==> src/rtl/pds_pkg.sv <==
`timescale 1ns / 1ps
`default_nettype none

package pds_pkg;

    // configuration port
    localparam int CFG_IDX_W  = 3;
    localparam int CFG_DATA_W = 32;

    localparam logic [CFG_IDX_W-1:0] CFG_SAMPLE_PERIOD = 3'd0;
    localparam logic [CFG_IDX_W-1:0] CFG_GAIN_P        = 3'd1;
    localparam logic [CFG_IDX_W-1:0] CFG_GAIN_D        = 3'd2;
    localparam logic [CFG_IDX_W-1:0] CFG_GAIN_I        = 3'd3;
    localparam logic [CFG_IDX_W-1:0] CFG_DEADZONE      = 3'd4;
    localparam logic [CFG_IDX_W-1:0] CFG_LIMIT         = 3'd5;
    localparam logic [CFG_IDX_W-1:0] CFG_MIN_INNER     = 3'd6;

    typedef struct packed {
        logic        [15:0] sample_period;
        logic signed [15:0] gain_p;
        logic signed [15:0] gain_d;
        logic signed [31:0] gain_i;
        logic        [14:0] deadzone;
        logic        [30:0] limit;
        logic        [7:0]  min_inner;
    } cfg_t;

    localparam cfg_t CFG_RESET = '{
        sample_period: 16'd10,
        gain_p:        16'sd4096,
        gain_d:        16'sd0,
        gain_i:        32'sd0,
        deadzone:      15'd0,
        limit:         31'd16384000,
        min_inner:     8'd0
    };

    // 1.0 in q2.14
    localparam logic [14:0] ONE_Q14 = 15'd16384;

    // microcode
    localparam int STEP_W = 4;
    typedef logic [STEP_W-1:0] step_t;

    localparam step_t STEP_FETCH     = 4'd0;
    localparam step_t STEP_CHECK     = 4'd1;
    localparam step_t STEP_INT_SUM   = 4'd2;
    localparam step_t STEP_INT_CLAMP = 4'd3;
    localparam step_t STEP_PD_SUM    = 4'd4;
    localparam step_t STEP_PID_SUM   = 4'd5;
    localparam step_t STEP_CORR      = 4'd6;
    localparam step_t STEP_SCALE     = 4'd7;
    localparam step_t STEP_OUTPUT    = 4'd8;

    typedef enum logic [2:0] {
        MUL_NONE,
        MUL_E_DT,
        MUL_P_E,
        MUL_D_D,
        MUL_I_INT,
        MUL_BASE_N
    } mul_sel_t;

    typedef enum logic [2:0] {
        ACC_HOLD,
        ACC_INT_SUM,
        ACC_LOAD,
        ACC_ADD,
        ACC_SHIFT_ADD
    } acc_op_t;

    typedef enum logic [1:0] {
        JMP_NEXT,
        JMP_WAIT_IN,
        JMP_REJECT,
        JMP_WAIT_OUT
    } jmp_t;

    typedef struct packed {
        logic     fetch;
        logic     commit;
        logic     int_wr;
        logic     corr_wr;
        logic     out_wr;
        mul_sel_t mul_sel;
        acc_op_t  acc_op;
        jmp_t     jmp;
        step_t    target;
    } ctrl_t;

    typedef struct packed {
        logic in_valid;
        logic reject;
        logic out_busy;
    } stat_t;

    // control store
    function automatic ctrl_t pds_rom(step_t s);
        ctrl_t c;
        c = '0;
        c.mul_sel = MUL_NONE;
        c.acc_op  = ACC_HOLD;
        c.jmp     = JMP_NEXT;
        c.target  = STEP_FETCH;
        unique case (s)
            STEP_FETCH:
            begin
                c.fetch = 1'b1;
                c.jmp   = JMP_WAIT_IN;
            end
            STEP_CHECK:
            begin
                c.commit  = 1'b1;
                c.mul_sel = MUL_E_DT;
                c.jmp     = JMP_REJECT;
            end
            STEP_INT_SUM:
            begin
                c.acc_op  = ACC_INT_SUM;
                c.mul_sel = MUL_P_E;
            end
            STEP_INT_CLAMP:
            begin
                c.int_wr  = 1'b1;
                c.acc_op  = ACC_LOAD;
                c.mul_sel = MUL_D_D;
            end
            STEP_PD_SUM:
            begin
                c.acc_op  = ACC_ADD;
                c.mul_sel = MUL_I_INT;
            end
            STEP_PID_SUM:
            begin
                c.acc_op = ACC_SHIFT_ADD;
            end
            STEP_CORR:
            begin
                c.corr_wr = 1'b1;
            end
            STEP_SCALE:
            begin
                c.mul_sel = MUL_BASE_N;
            end
            STEP_OUTPUT:
            begin
                c.out_wr = 1'b1;
                c.jmp    = JMP_WAIT_OUT;
            end
            default:
            begin
                c.jmp = JMP_WAIT_OUT;
            end
        endcase
        return c;
    endfunction

endpackage

`default_nettype wire

==> src/rtl/pds_in_if.sv <==
`timescale 1ns / 1ps
`default_nettype none

interface pds_in_if;
    logic               valid;
    logic               ready;
    logic               action;
    logic [31:0]        time_ms;
    logic signed [15:0] line_position;
    logic [7:0]         base_speed;

    modport source (output valid, action, time_ms, line_position, base_speed, input ready);
    modport sink   (input valid, action, time_ms, line_position, base_speed, output ready);
endinterface

`default_nettype wire

==> src/rtl/pds_out_if.sv <==
`timescale 1ns / 1ps
`default_nettype none

interface pds_out_if;
    logic               valid;
    logic               ready;
    logic [7:0]         left_speed;
    logic [7:0]         right_speed;
    logic signed [15:0] correction;

    modport source (output valid, left_speed, right_speed, correction, input ready);
    modport sink   (input valid, left_speed, right_speed, correction, output ready);
endinterface

`default_nettype wire

==> src/rtl/pds_cfg_regs.sv <==
`timescale 1ns / 1ps
`default_nettype none

module pds_cfg_regs (
    input  logic                           clk,
    input  logic                           rst_n,
    input  logic                           cfg_we,
    input  logic [pds_pkg::CFG_IDX_W-1:0]  cfg_index,
    input  logic [pds_pkg::CFG_DATA_W-1:0] cfg_data,
    output pds_pkg::cfg_t                  cfg
);
    import pds_pkg::*;

    cfg_t cfg_reg;

    // register file, writes beyond the list are dropped
    always_ff @(posedge clk or negedge rst_n)
    begin
        if (!rst_n)
        begin
            cfg_reg <= CFG_RESET;
        end
        else if (cfg_we)
        begin
            unique case (cfg_index)
                CFG_SAMPLE_PERIOD: cfg_reg.sample_period <= cfg_data[15:0];
                CFG_GAIN_P:        cfg_reg.gain_p        <= cfg_data[15:0];
                CFG_GAIN_D:        cfg_reg.gain_d        <= cfg_data[15:0];
                CFG_GAIN_I:        cfg_reg.gain_i        <= cfg_data[31:0];
                CFG_DEADZONE:      cfg_reg.deadzone      <= cfg_data[14:0];
                CFG_LIMIT:         cfg_reg.limit         <= cfg_data[30:0];
                CFG_MIN_INNER:     cfg_reg.min_inner     <= cfg_data[7:0];
                default:           cfg_reg               <= cfg_reg;
            endcase
        end
    end

    assign cfg = cfg_reg;

endmodule

`default_nettype wire

==> src/rtl/pds_sequencer.sv <==
`timescale 1ns / 1ps
`default_nettype none

module pds_sequencer (
    input  logic           clk,
    input  logic           rst_n,
    input  pds_pkg::stat_t stat,
    output pds_pkg::ctrl_t ctrl
);
    import pds_pkg::*;

    step_t step_reg;
    step_t step_next;

    // control word lookup
    always_comb
    begin
        ctrl = pds_rom(step_reg);
    end

    // next step and conditional jumps
    always_comb
    begin
        step_next = step_reg;
        unique case (ctrl.jmp)
            JMP_NEXT:     step_next = step_reg + step_t'(1);
            JMP_WAIT_IN:  step_next = stat.in_valid ? step_reg + step_t'(1) : step_reg;
            JMP_REJECT:   step_next = stat.reject ? ctrl.target : step_reg + step_t'(1);
            JMP_WAIT_OUT: step_next = stat.out_busy ? step_reg : ctrl.target;
            default:      step_next = STEP_FETCH;
        endcase
    end

    // step counter
    always_ff @(posedge clk or negedge rst_n)
    begin
        if (!rst_n)
        begin
            step_reg <= STEP_FETCH;
        end
        else
        begin
            step_reg <= step_next;
        end
    end

endmodule

`default_nettype wire

==> src/rtl/pds_datapath.sv <==
`timescale 1ns / 1ps
`default_nettype none

module pds_datapath (
    input  logic           clk,
    input  logic           rst_n,
    input  pds_pkg::ctrl_t ctrl,
    input  pds_pkg::cfg_t  cfg,
    output pds_pkg::stat_t stat,
    pds_in_if.sink         samples,
    pds_out_if.source      results
);
    import pds_pkg::*;

    logic               fire;
    logic               action_reg;
    logic [31:0]        time_reg;
    logic [31:0]        dt_reg;
    logic signed [15:0] err_reg;
    logic [7:0]         base_reg;

    logic [31:0]        last_time_reg;
    logic signed [15:0] prev_err_reg;
    logic signed [16:0] diff_reg;
    logic signed [31:0] integral_reg;
    logic signed [31:0] integral_next;

    logic signed [32:0] mul_a;
    logic signed [32:0] mul_b;
    logic signed [65:0] mul_p;
    logic signed [63:0] prod_reg;
    logic signed [63:0] acc_reg;
    logic signed [63:0] acc_next;
    logic signed [63:0] int_ext;

    logic [16:0]        err_ext;
    logic [16:0]        err_mag;
    logic signed [63:0] lim_pos;
    logic signed [63:0] lim_neg;

    logic signed [63:0] corr_shift;
    logic signed [15:0] corr_reg;
    logic signed [15:0] corr_next;
    logic [16:0]        corr_ext;
    logic [16:0]        corr_mag;
    logic [14:0]        n_clip;
    logic [14:0]        scale_factor;

    logic [7:0]         x_speed;
    logic [7:0]         inner;
    logic               reject;
    logic               out_busy;
    logic               out_load;
    logic               out_valid_reg;
    logic [7:0]         left_reg;
    logic [7:0]         right_reg;
    logic signed [15:0] corr_out_reg;

    // input transaction
    assign samples.ready = ctrl.fetch;
    assign fire          = ctrl.fetch && samples.valid;

    always_ff @(posedge clk)
    begin
        if (fire)
        begin
            action_reg <= samples.action;
            time_reg   <= samples.time_ms;
            err_reg    <= samples.line_position;
            base_reg   <= samples.base_speed;
            dt_reg     <= samples.time_ms - last_time_reg;
        end
    end

    // early sample or reset action ends the program
    assign reject = action_reg || (dt_reg < {16'd0, cfg.sample_period});

    // controller state
    always_ff @(posedge clk or negedge rst_n)
    begin
        if (!rst_n)
        begin
            last_time_reg <= '0;
            prev_err_reg  <= '0;
            integral_reg  <= '0;
        end
        else
        begin
            if (ctrl.commit && action_reg)
            begin
                last_time_reg <= '0;
                prev_err_reg  <= '0;
                integral_reg  <= '0;
            end
            else
            begin
                if (ctrl.commit && !reject)
                begin
                    last_time_reg <= time_reg;
                    prev_err_reg  <= err_reg;
                end
                if (ctrl.int_wr)
                begin
                    integral_reg <= integral_next;
                end
            end
        end
    end

    // error difference
    always_ff @(posedge clk)
    begin
        if (ctrl.commit)
        begin
            diff_reg <= $signed({err_reg[15], err_reg}) - $signed({prev_err_reg[15], prev_err_reg});
        end
    end

    // shared multiplier operand select
    always_comb
    begin
        mul_a = '0;
        mul_b = '0;
        unique case (ctrl.mul_sel)
            MUL_E_DT:
            begin
                mul_a = {{17{err_reg[15]}}, err_reg};
                mul_b = {1'b0, dt_reg};
            end
            MUL_P_E:
            begin
                mul_a = {{17{cfg.gain_p[15]}}, cfg.gain_p};
                mul_b = {{17{err_reg[15]}}, err_reg};
            end
            MUL_D_D:
            begin
                mul_a = {{17{cfg.gain_d[15]}}, cfg.gain_d};
                mul_b = {{16{diff_reg[16]}}, diff_reg};
            end
            MUL_I_INT:
            begin
                mul_a = {cfg.gain_i[31], cfg.gain_i};
                mul_b = {integral_reg[31], integral_reg};
            end
            MUL_BASE_N:
            begin
                mul_a = {25'd0, base_reg};
                mul_b = {18'd0, scale_factor};
            end
            default:
            begin
                mul_a = '0;
                mul_b = '0;
            end
        endcase
    end

    assign mul_p = mul_a * mul_b;

    always_ff @(posedge clk)
    begin
        if (ctrl.mul_sel != MUL_NONE)
        begin
            prod_reg <= mul_p[63:0];
        end
    end

    // accumulator
    assign int_ext = {{32{integral_reg[31]}}, integral_reg};

    always_comb
    begin
        case (ctrl.acc_op)
            ACC_INT_SUM:   acc_next = int_ext + prod_reg;
            ACC_LOAD:      acc_next = prod_reg;
            ACC_ADD:       acc_next = acc_reg + prod_reg;
            ACC_SHIFT_ADD: acc_next = (acc_reg <<< 12) + prod_reg;
            default:       acc_next = acc_reg;
        endcase
    end

    always_ff @(posedge clk)
    begin
        acc_reg <= acc_next;
    end

    // integral clamp and deadzone
    assign err_ext = {err_reg[15], err_reg};
    assign err_mag = err_reg[15] ? (~err_ext + 17'd1) : err_ext;
    assign lim_pos = $signed({33'd0, cfg.limit});
    assign lim_neg = -lim_pos;

    always_comb
    begin
        if (err_mag <= {2'd0, cfg.deadzone})
        begin
            integral_next = '0;
        end
        else if (acc_reg > lim_pos)
        begin
            integral_next = lim_pos[31:0];
        end
        else if (acc_reg < lim_neg)
        begin
            integral_next = lim_neg[31:0];
        end
        else
        begin
            integral_next = acc_reg[31:0];
        end
    end

    // correction, floor shift and saturate to q2.14
    assign corr_shift = acc_reg >>> 24;

    always_comb
    begin
        if (corr_shift > 64'sd32767)
        begin
            corr_next = 16'sh7FFF;
        end
        else if (corr_shift < -64'sd32768)
        begin
            corr_next = 16'sh8000;
        end
        else
        begin
            corr_next = corr_shift[15:0];
        end
    end

    always_ff @(posedge clk)
    begin
        if (ctrl.corr_wr)
        begin
            corr_reg <= corr_next;
        end
    end

    // inner wheel scale factor
    assign corr_ext     = {corr_reg[15], corr_reg};
    assign corr_mag     = corr_reg[15] ? (~corr_ext + 17'd1) : corr_ext;
    assign n_clip       = (corr_mag > {2'd0, ONE_Q14}) ? ONE_Q14 : corr_mag[14:0];
    assign scale_factor = ONE_Q14 - n_clip;

    // inner wheel speed
    assign x_speed = prod_reg[21:14];

    always_comb
    begin
        if (x_speed < cfg.min_inner)
        begin
            inner = cfg.min_inner;
        end
        else if (x_speed > base_reg)
        begin
            inner = base_reg;
        end
        else
        begin
            inner = x_speed;
        end
    end

    // output register
    assign out_busy = out_valid_reg && !results.ready;
    assign out_load = ctrl.out_wr && !out_busy;

    always_ff @(posedge clk or negedge rst_n)
    begin
        if (!rst_n)
        begin
            out_valid_reg <= 1'b0;
        end
        else if (out_load)
        begin
            out_valid_reg <= 1'b1;
        end
        else if (results.ready)
        begin
            out_valid_reg <= 1'b0;
        end
    end

    always_ff @(posedge clk)
    begin
        if (out_load)
        begin
            left_reg     <= corr_reg[15] ? inner : base_reg;
            right_reg    <= corr_reg[15] ? base_reg : inner;
            corr_out_reg <= corr_reg;
        end
    end

    assign results.valid       = out_valid_reg;
    assign results.left_speed  = left_reg;
    assign results.right_speed = right_reg;
    assign results.correction  = corr_out_reg;

    // status to sequencer
    assign stat.in_valid = samples.valid;
    assign stat.reject   = reject;
    assign stat.out_busy = out_busy;

endmodule

`default_nettype wire

==> src/rtl/pid_differential_steering_top.sv <==
// pid differential steering controller
//
// samples channel (valid/ready): action, time_ms, line_position, base_speed.
// results channel (valid/ready): left_speed, right_speed, correction.
// cfg port: cfg_we, cfg_index, cfg_data; write only while no sample is in work.
//
// a short program in a control store steps one shared 33x33 multiplier and a
// 64-bit accumulator through the pid terms, at most one multiply per step. a
// control sample runs fetch, check, int_sum, int_clamp, pd_sum, pid_sum, corr,
// scale and output, where its result is registered; the next sample is only
// accepted once the program is back in fetch. an early sample or a reset
// action goes from check straight back to fetch and gives no result.
//
// reset clears the controller state and the output valid flag, and sets the
// config registers to their defaults. a stalled receiver holds the result in
// the output register; the next sample is still accepted and computed, and it
// waits in its last step until the register frees up.
`timescale 1ns / 1ps
`default_nettype none

module pid_differential_steering_top (
    input  logic                           clk,
    input  logic                           rst_n,
    input  logic                           cfg_we,
    input  logic [pds_pkg::CFG_IDX_W-1:0]  cfg_index,
    input  logic [pds_pkg::CFG_DATA_W-1:0] cfg_data,
    pds_in_if.sink                         samples,
    pds_out_if.source                      results
);
    import pds_pkg::*;

    cfg_t  cfg;
    ctrl_t ctrl;
    stat_t stat;

    // configuration registers
    pds_cfg_regs u_cfg_regs (
        .clk       (clk),
        .rst_n     (rst_n),
        .cfg_we    (cfg_we),
        .cfg_index (cfg_index),
        .cfg_data  (cfg_data),
        .cfg       (cfg)
    );

    // step counter and control store
    pds_sequencer u_sequencer (
        .clk   (clk),
        .rst_n (rst_n),
        .stat  (stat),
        .ctrl  (ctrl)
    );

    // arithmetic and state
    pds_datapath u_datapath (
        .clk     (clk),
        .rst_n   (rst_n),
        .ctrl    (ctrl),
        .cfg     (cfg),
        .stat    (stat),
        .samples (samples),
        .results (results)
    );

    // one sample in work at a time
    a_one_in_work: assert property (@(posedge clk) disable iff (!rst_n)
        samples.valid && samples.ready |=> !samples.ready)
        else $error("sample accepted while another is in work");

    // rejected samples return straight to fetch
    a_reject_fetch: assert property (@(posedge clk) disable iff (!rst_n)
        ctrl.jmp == JMP_REJECT && stat.reject |=> samples.ready)
        else $error("rejected sample did not return to fetch");

    // results only come from the output step
    a_result_source: assert property (@(posedge clk) disable iff (!rst_n)
        $rose(results.valid) |-> $past(ctrl.out_wr))
        else $error("result raised outside the output step");

endmodule

`default_nettype wire
==> src/flat_wrapper.sv <==
// flat-port wrapper written by rule: the top's interface ports become plain ports
module pid_differential_steering_top_flat import pds_pkg::*;
  (clk, rst_n, cfg_we, cfg_index, cfg_data, samples_valid, samples_action, samples_time_ms, samples_line_position, samples_base_speed, samples_ready, results_valid, results_left_speed, results_right_speed, results_correction, results_ready);
  pds_in_if samples_i ();
  pds_out_if results_i ();
  input  logic clk;
  input  logic rst_n;
  input  logic cfg_we;
  input  logic [pds_pkg::CFG_IDX_W-1:0] cfg_index;
  input  logic [pds_pkg::CFG_DATA_W-1:0] cfg_data;
  input wire logic [$bits(samples_i.valid)-1:0] samples_valid;
  input wire logic [$bits(samples_i.action)-1:0] samples_action;
  input wire logic [$bits(samples_i.time_ms)-1:0] samples_time_ms;
  input wire logic [$bits(samples_i.line_position)-1:0] samples_line_position;
  input wire logic [$bits(samples_i.base_speed)-1:0] samples_base_speed;
  output wire logic [$bits(samples_i.ready)-1:0] samples_ready;
  output wire logic [$bits(results_i.valid)-1:0] results_valid;
  output wire logic [$bits(results_i.left_speed)-1:0] results_left_speed;
  output wire logic [$bits(results_i.right_speed)-1:0] results_right_speed;
  output wire logic [$bits(results_i.correction)-1:0] results_correction;
  input wire logic [$bits(results_i.ready)-1:0] results_ready;
  assign samples_i.valid = samples_valid;
  assign samples_i.action = samples_action;
  assign samples_i.time_ms = samples_time_ms;
  assign samples_i.line_position = samples_line_position;
  assign samples_i.base_speed = samples_base_speed;
  assign samples_ready = samples_i.ready;
  assign results_valid = results_i.valid;
  assign results_left_speed = results_i.left_speed;
  assign results_right_speed = results_i.right_speed;
  assign results_correction = results_i.correction;
  assign results_i.ready = results_ready;
  pid_differential_steering_top u_core (.clk(clk), .rst_n(rst_n), .cfg_we(cfg_we), .cfg_index(cfg_index), .cfg_data(cfg_data), .samples(samples_i), .results(results_i));
endmodule
==> config.mk <==
export PLATFORM = sky130hd
export DESIGN_NAME = pid_differential_steering_top_flat
export DESIGN_NICKNAME = d
export VERILOG_FILES = /design/src/rtl/pds_pkg.sv /design/src/rtl/pds_in_if.sv /design/src/rtl/pds_out_if.sv /design/src/rtl/pds_cfg_regs.sv /design/src/rtl/pds_sequencer.sv /design/src/rtl/pds_datapath.sv /design/src/rtl/pid_differential_steering_top.sv /design/src/flat_wrapper.sv
export SDC_FILE = /design/constraint.sdc
export NUM_CORES = 2
export LEC_CHECK = 0
export ABC_AREA = 1
export BUFFER_PORTS_ARGS = -buffer_cell sky130_fd_sc_hd__buf_2
export CORE_MARGIN = 10
export CORE_UTILIZATION = 35
export DETAILED_ROUTE_END_ITERATION = 10
export PLACE_DENSITY = 0.47
export SLEW_MARGIN = 20
export SYNTH_ARGS = -nofsm -noshare
export SYNTH_HDL_FRONTEND = slang
export SYNTH_SLANG_ARGS = --single-unit
==> constraint.sdc <==
create_clock -name clk -period 11.6 [get_ports clk]
set_input_delay 0 -clock clk [delete_from_list [all_inputs] [get_ports clk]]
set_output_delay 0 -clock clk [all_outputs]
set_load 0.05 [all_outputs]
==> impl_metrics.json <==
{
  "place_congestion": 1.04,
  "setup_viol": 0,
  "port_buffers": 130,
  "place_hpwl_um": 262000,
  "drv_cap": 0,
  "critPathSlowestCell": "fa_2",
  "ys_seq_elements": 501,
  "utilization_pct": 38.7,
  "post_cts.repair.setup_buffers": 0,
  "max_freq_mhz": 89.7,
  "dr_total_vias": 63000,
  "hp-class": "in -> reg",
  "ys_seq_area_share_pct": 19.0,
  "yosys_warnings": 0,
  "min_period_ps": 11140,
  "ant_nets": 0,
  "die_w_um": 478,
  "root_buffer": "clkbuf_16",
  "routedWlPerCell_um": 26.4,
  "grt_first_pass_wirelength_um": 458000,
  "max_slew_margin_pct": 23.2,
  "clockBufferDepth": 3,
  "finalHoldViolations": 0,
  "status": "complete, no violations",
  "htreeDepth": 3,
  "synthCells": 8879,
  "worst_slew_pin_slew_ps": 1150,
  "critical_path_class": "reg -> reg",
  "drc_errors": 0,
  "grt_start_max_net_pins": 72,
  "wl_met3_um": 25900,
  "initial_core_util_pct": 35.1,
  "largest_reg_flops": 134,
  "drt_iter0_markers": 5805,
  "routed-wl-met2_um": 137000,
  "finalMaxSlewViolations": 0,
  "cp.required_ps": 11970,
  "synth.distinct_cells": 66,
  "mostFrequentLayoutCell": "inv_1",
  "area_delta_synth_final_pct": 10.3,
  "first_pass_iters": 6,
  "synth_area_um2": 73400,
  "arrival_ps": 11510,
  "dieArea_um2": 228000,
  "critPathLaunchType": "flop",
  "path_max_fanout": 20,
  "antenna_found_initial": 16,
  "layout-drive-gt1-share_pct": 7.36,
  "core_um2": 209000,
  "path_common_cell": "inv_1",
  "grt_pass1_vias": 65300,
  "cp_slowest_stage_delay_ps": 780,
  "overflow": 0,
  "setup_tns_ps": 0,
  "cts.sinks": 501,
  "io_pins": 131,
  "chipHeight_um": 478,
  "cts_tree": "built",
  "routed_via_density": 5.29,
  "syn_nets": 10600,
  "row_count": 168,
  "grt_use_total_pct": 27.1,
  "fin_crit_sh_pct": 96.1,
  "clk_pin_slew_ps": 70,
  "mostFrequentLayoutCells": "inv_1, nand2_1, fa_1",
  "drt-total-wl_um": 315000,
  "wl_met1_um": 136000,
  "cts_buffers": 66,
  "avgSynthCellArea_um2": 8.27,
  "routed.top_layer": "met5",
  "finClkSkew_ps": 52.8,
  "num-nets-final": 10800,
  "rsz0062_at_grt": "true",
  "cp-end-kind": "flop",
  "clock_latency_ps": 680
}
area by class of cell:
cell class,instances,area (µm²)
Antenna cell,2,5.00
Clock buffer,88,1870
Clock inverter,31,310
Fill cell,21600,128000
Inverter,1895,7130
Multi-Input combinational cell,6182,51100
Sequential cell,501,14000
Tap cell,2805,3510
Timing Repair Buffer,410,3070
per-layer routing:
| metal | vias up | track usage, % |
|---|---|---|
| met1 | 31900 | 37.0 |
| met4 | 6 | 11.2 |
| met5 | - | 0 |
| met2 | 2487 | 41.6 |
| met3 | 506 | 5.74 |
| li1 | 28100 | - |
stage by stage:
step                hold WS, ps  cells  setup slack, ps  area, µm²
finish                     52.2  11900              456      81000
global route               44.8  11900            -3.65      81000
CTS                        6.55  11900              427      81000
detailed placement         68.1  11700              529      77800
global placement           56.6  11700              498      77800
floorplan                  -296   8879             2060      73400
path summary, 6_finish.rpt:
path	startpoint	endpoint	slack (ps)	cells after the start
hold reg to reg	u_core.u_datapath.time_reg[0]	u_core.u_datapath.last_time_reg[0]	470	2
hold / removal	samples_line_position[10]	u_core.u_datapath.err_reg[10]	50	2
setup reg to reg	u_core.u_datapath.corr_reg[0]	u_core.u_datapath.prod_reg[62]	460	44
min in group asynchronous	rst_n	u_core.u_cfg_regs.cfg[89]	450	3
max in group asynchronous	rst_n	u_core.u_cfg_regs.cfg[86]	9850	4
setup / recovery	u_core.u_datapath.corr_reg[0]	u_core.u_datapath.prod_reg[62]	460	44
worst max-delay path, delay by kind of cell, from the launching register on:
kind	cells	cell delay (ps)
flops	1	480
buf+inv	12	1540
fa+ha+maj	11	5580
simple gates	13	1490
xor+xnor	1	180
compound gates	7	1520
synthesized netlist by cell type, drive strengths merged:
| cell | count | area [µm²] |
|---|---|---|
| a21boi | 17 | 128 |
| inv | 1887 | 7090 |
| xor2 | 133 | 1170 |
| nor2 | 696 | 2730 |
| ha | 521 | 6520 |
| nand4 | 47 | 294 |
| a22o | 4 | 35.0 |
| o21a | 36 | 270 |
| edfxtp | 282 | 8470 |
| dfrtp | 210 | 5260 |
| clkbuf | 167 | 627 |
| o31ai | 10 | 75.1 |
| xnor2 | 67 | 587 |
| nand3 | 283 | 1470 |
| a31oi | 51 | 319 |
| a22oi | 7 | 52.6 |
| fa | 1109 | 22200 |
| a21oi | 604 | 3180 |
| a221oi | 25 | 244 |
| a41oi | 2 | 17.5 |
| nand3b | 26 | 208 |
| o211ai | 39 | 298 |
| a31o | 4 | 35.0 |
| nor4 | 45 | 297 |
| o21bai | 28 | 210 |
| o221ai | 14 | 123 |
| and2 | 6 | 37.5 |
| o211a | 1 | 10.0 |
| buf | 134 | 798 |
| nor3 | 79 | 417 |
| dfstp | 9 | 236 |
| or2 | 22 | 138 |
| o21ai | 487 | 2440 |
| clkinv | 8 | 30.0 |
| nand2 | 1706 | 6460 |
| a2111oi | 2 | 17.5 |
| nor2b | 1 | 6.26 |
| mux2 | 26 | 293 |
| and3 | 7 | 43.8 |
| o2111ai | 4 | 35.0 |
| o22ai | 25 | 156 |
| a21o | 38 | 285 |
| o41ai | 4 | 42.6 |
| a211oi | 6 | 45.0 |
kinds of logic (layout without fill, tap and decap cells):
kind of cell             after synthesis  after routing  share of synthesized area (%)
AO/OA/AOI/OAI                       1408           1408                           10.9
XOR/XNOR                             200            200                           2.40
adder cells (fa/ha/maj)             1630           1630                           39.1
other                                  0              2                              0
flip-flops                           501            501                           19.0
multiplexers                          26             26                          0.399
AND/OR/NAND/NOR                     2918           2918                           16.5
buffers and inverters               2196           2424                           11.6
what timing repair did:
| action | in CTS | in global routing |
|---|---|---|
| setup endpoints to repair | 0 | 7 |
| resized for setup | 0 | 5 |
| hold buffers | 95 | 0 |
| hold endpoints to repair | 335 | 0 |
Power is not shown: default switching activity piles up to over one toggle a cycle in this logic, so the estimate is an artifact.
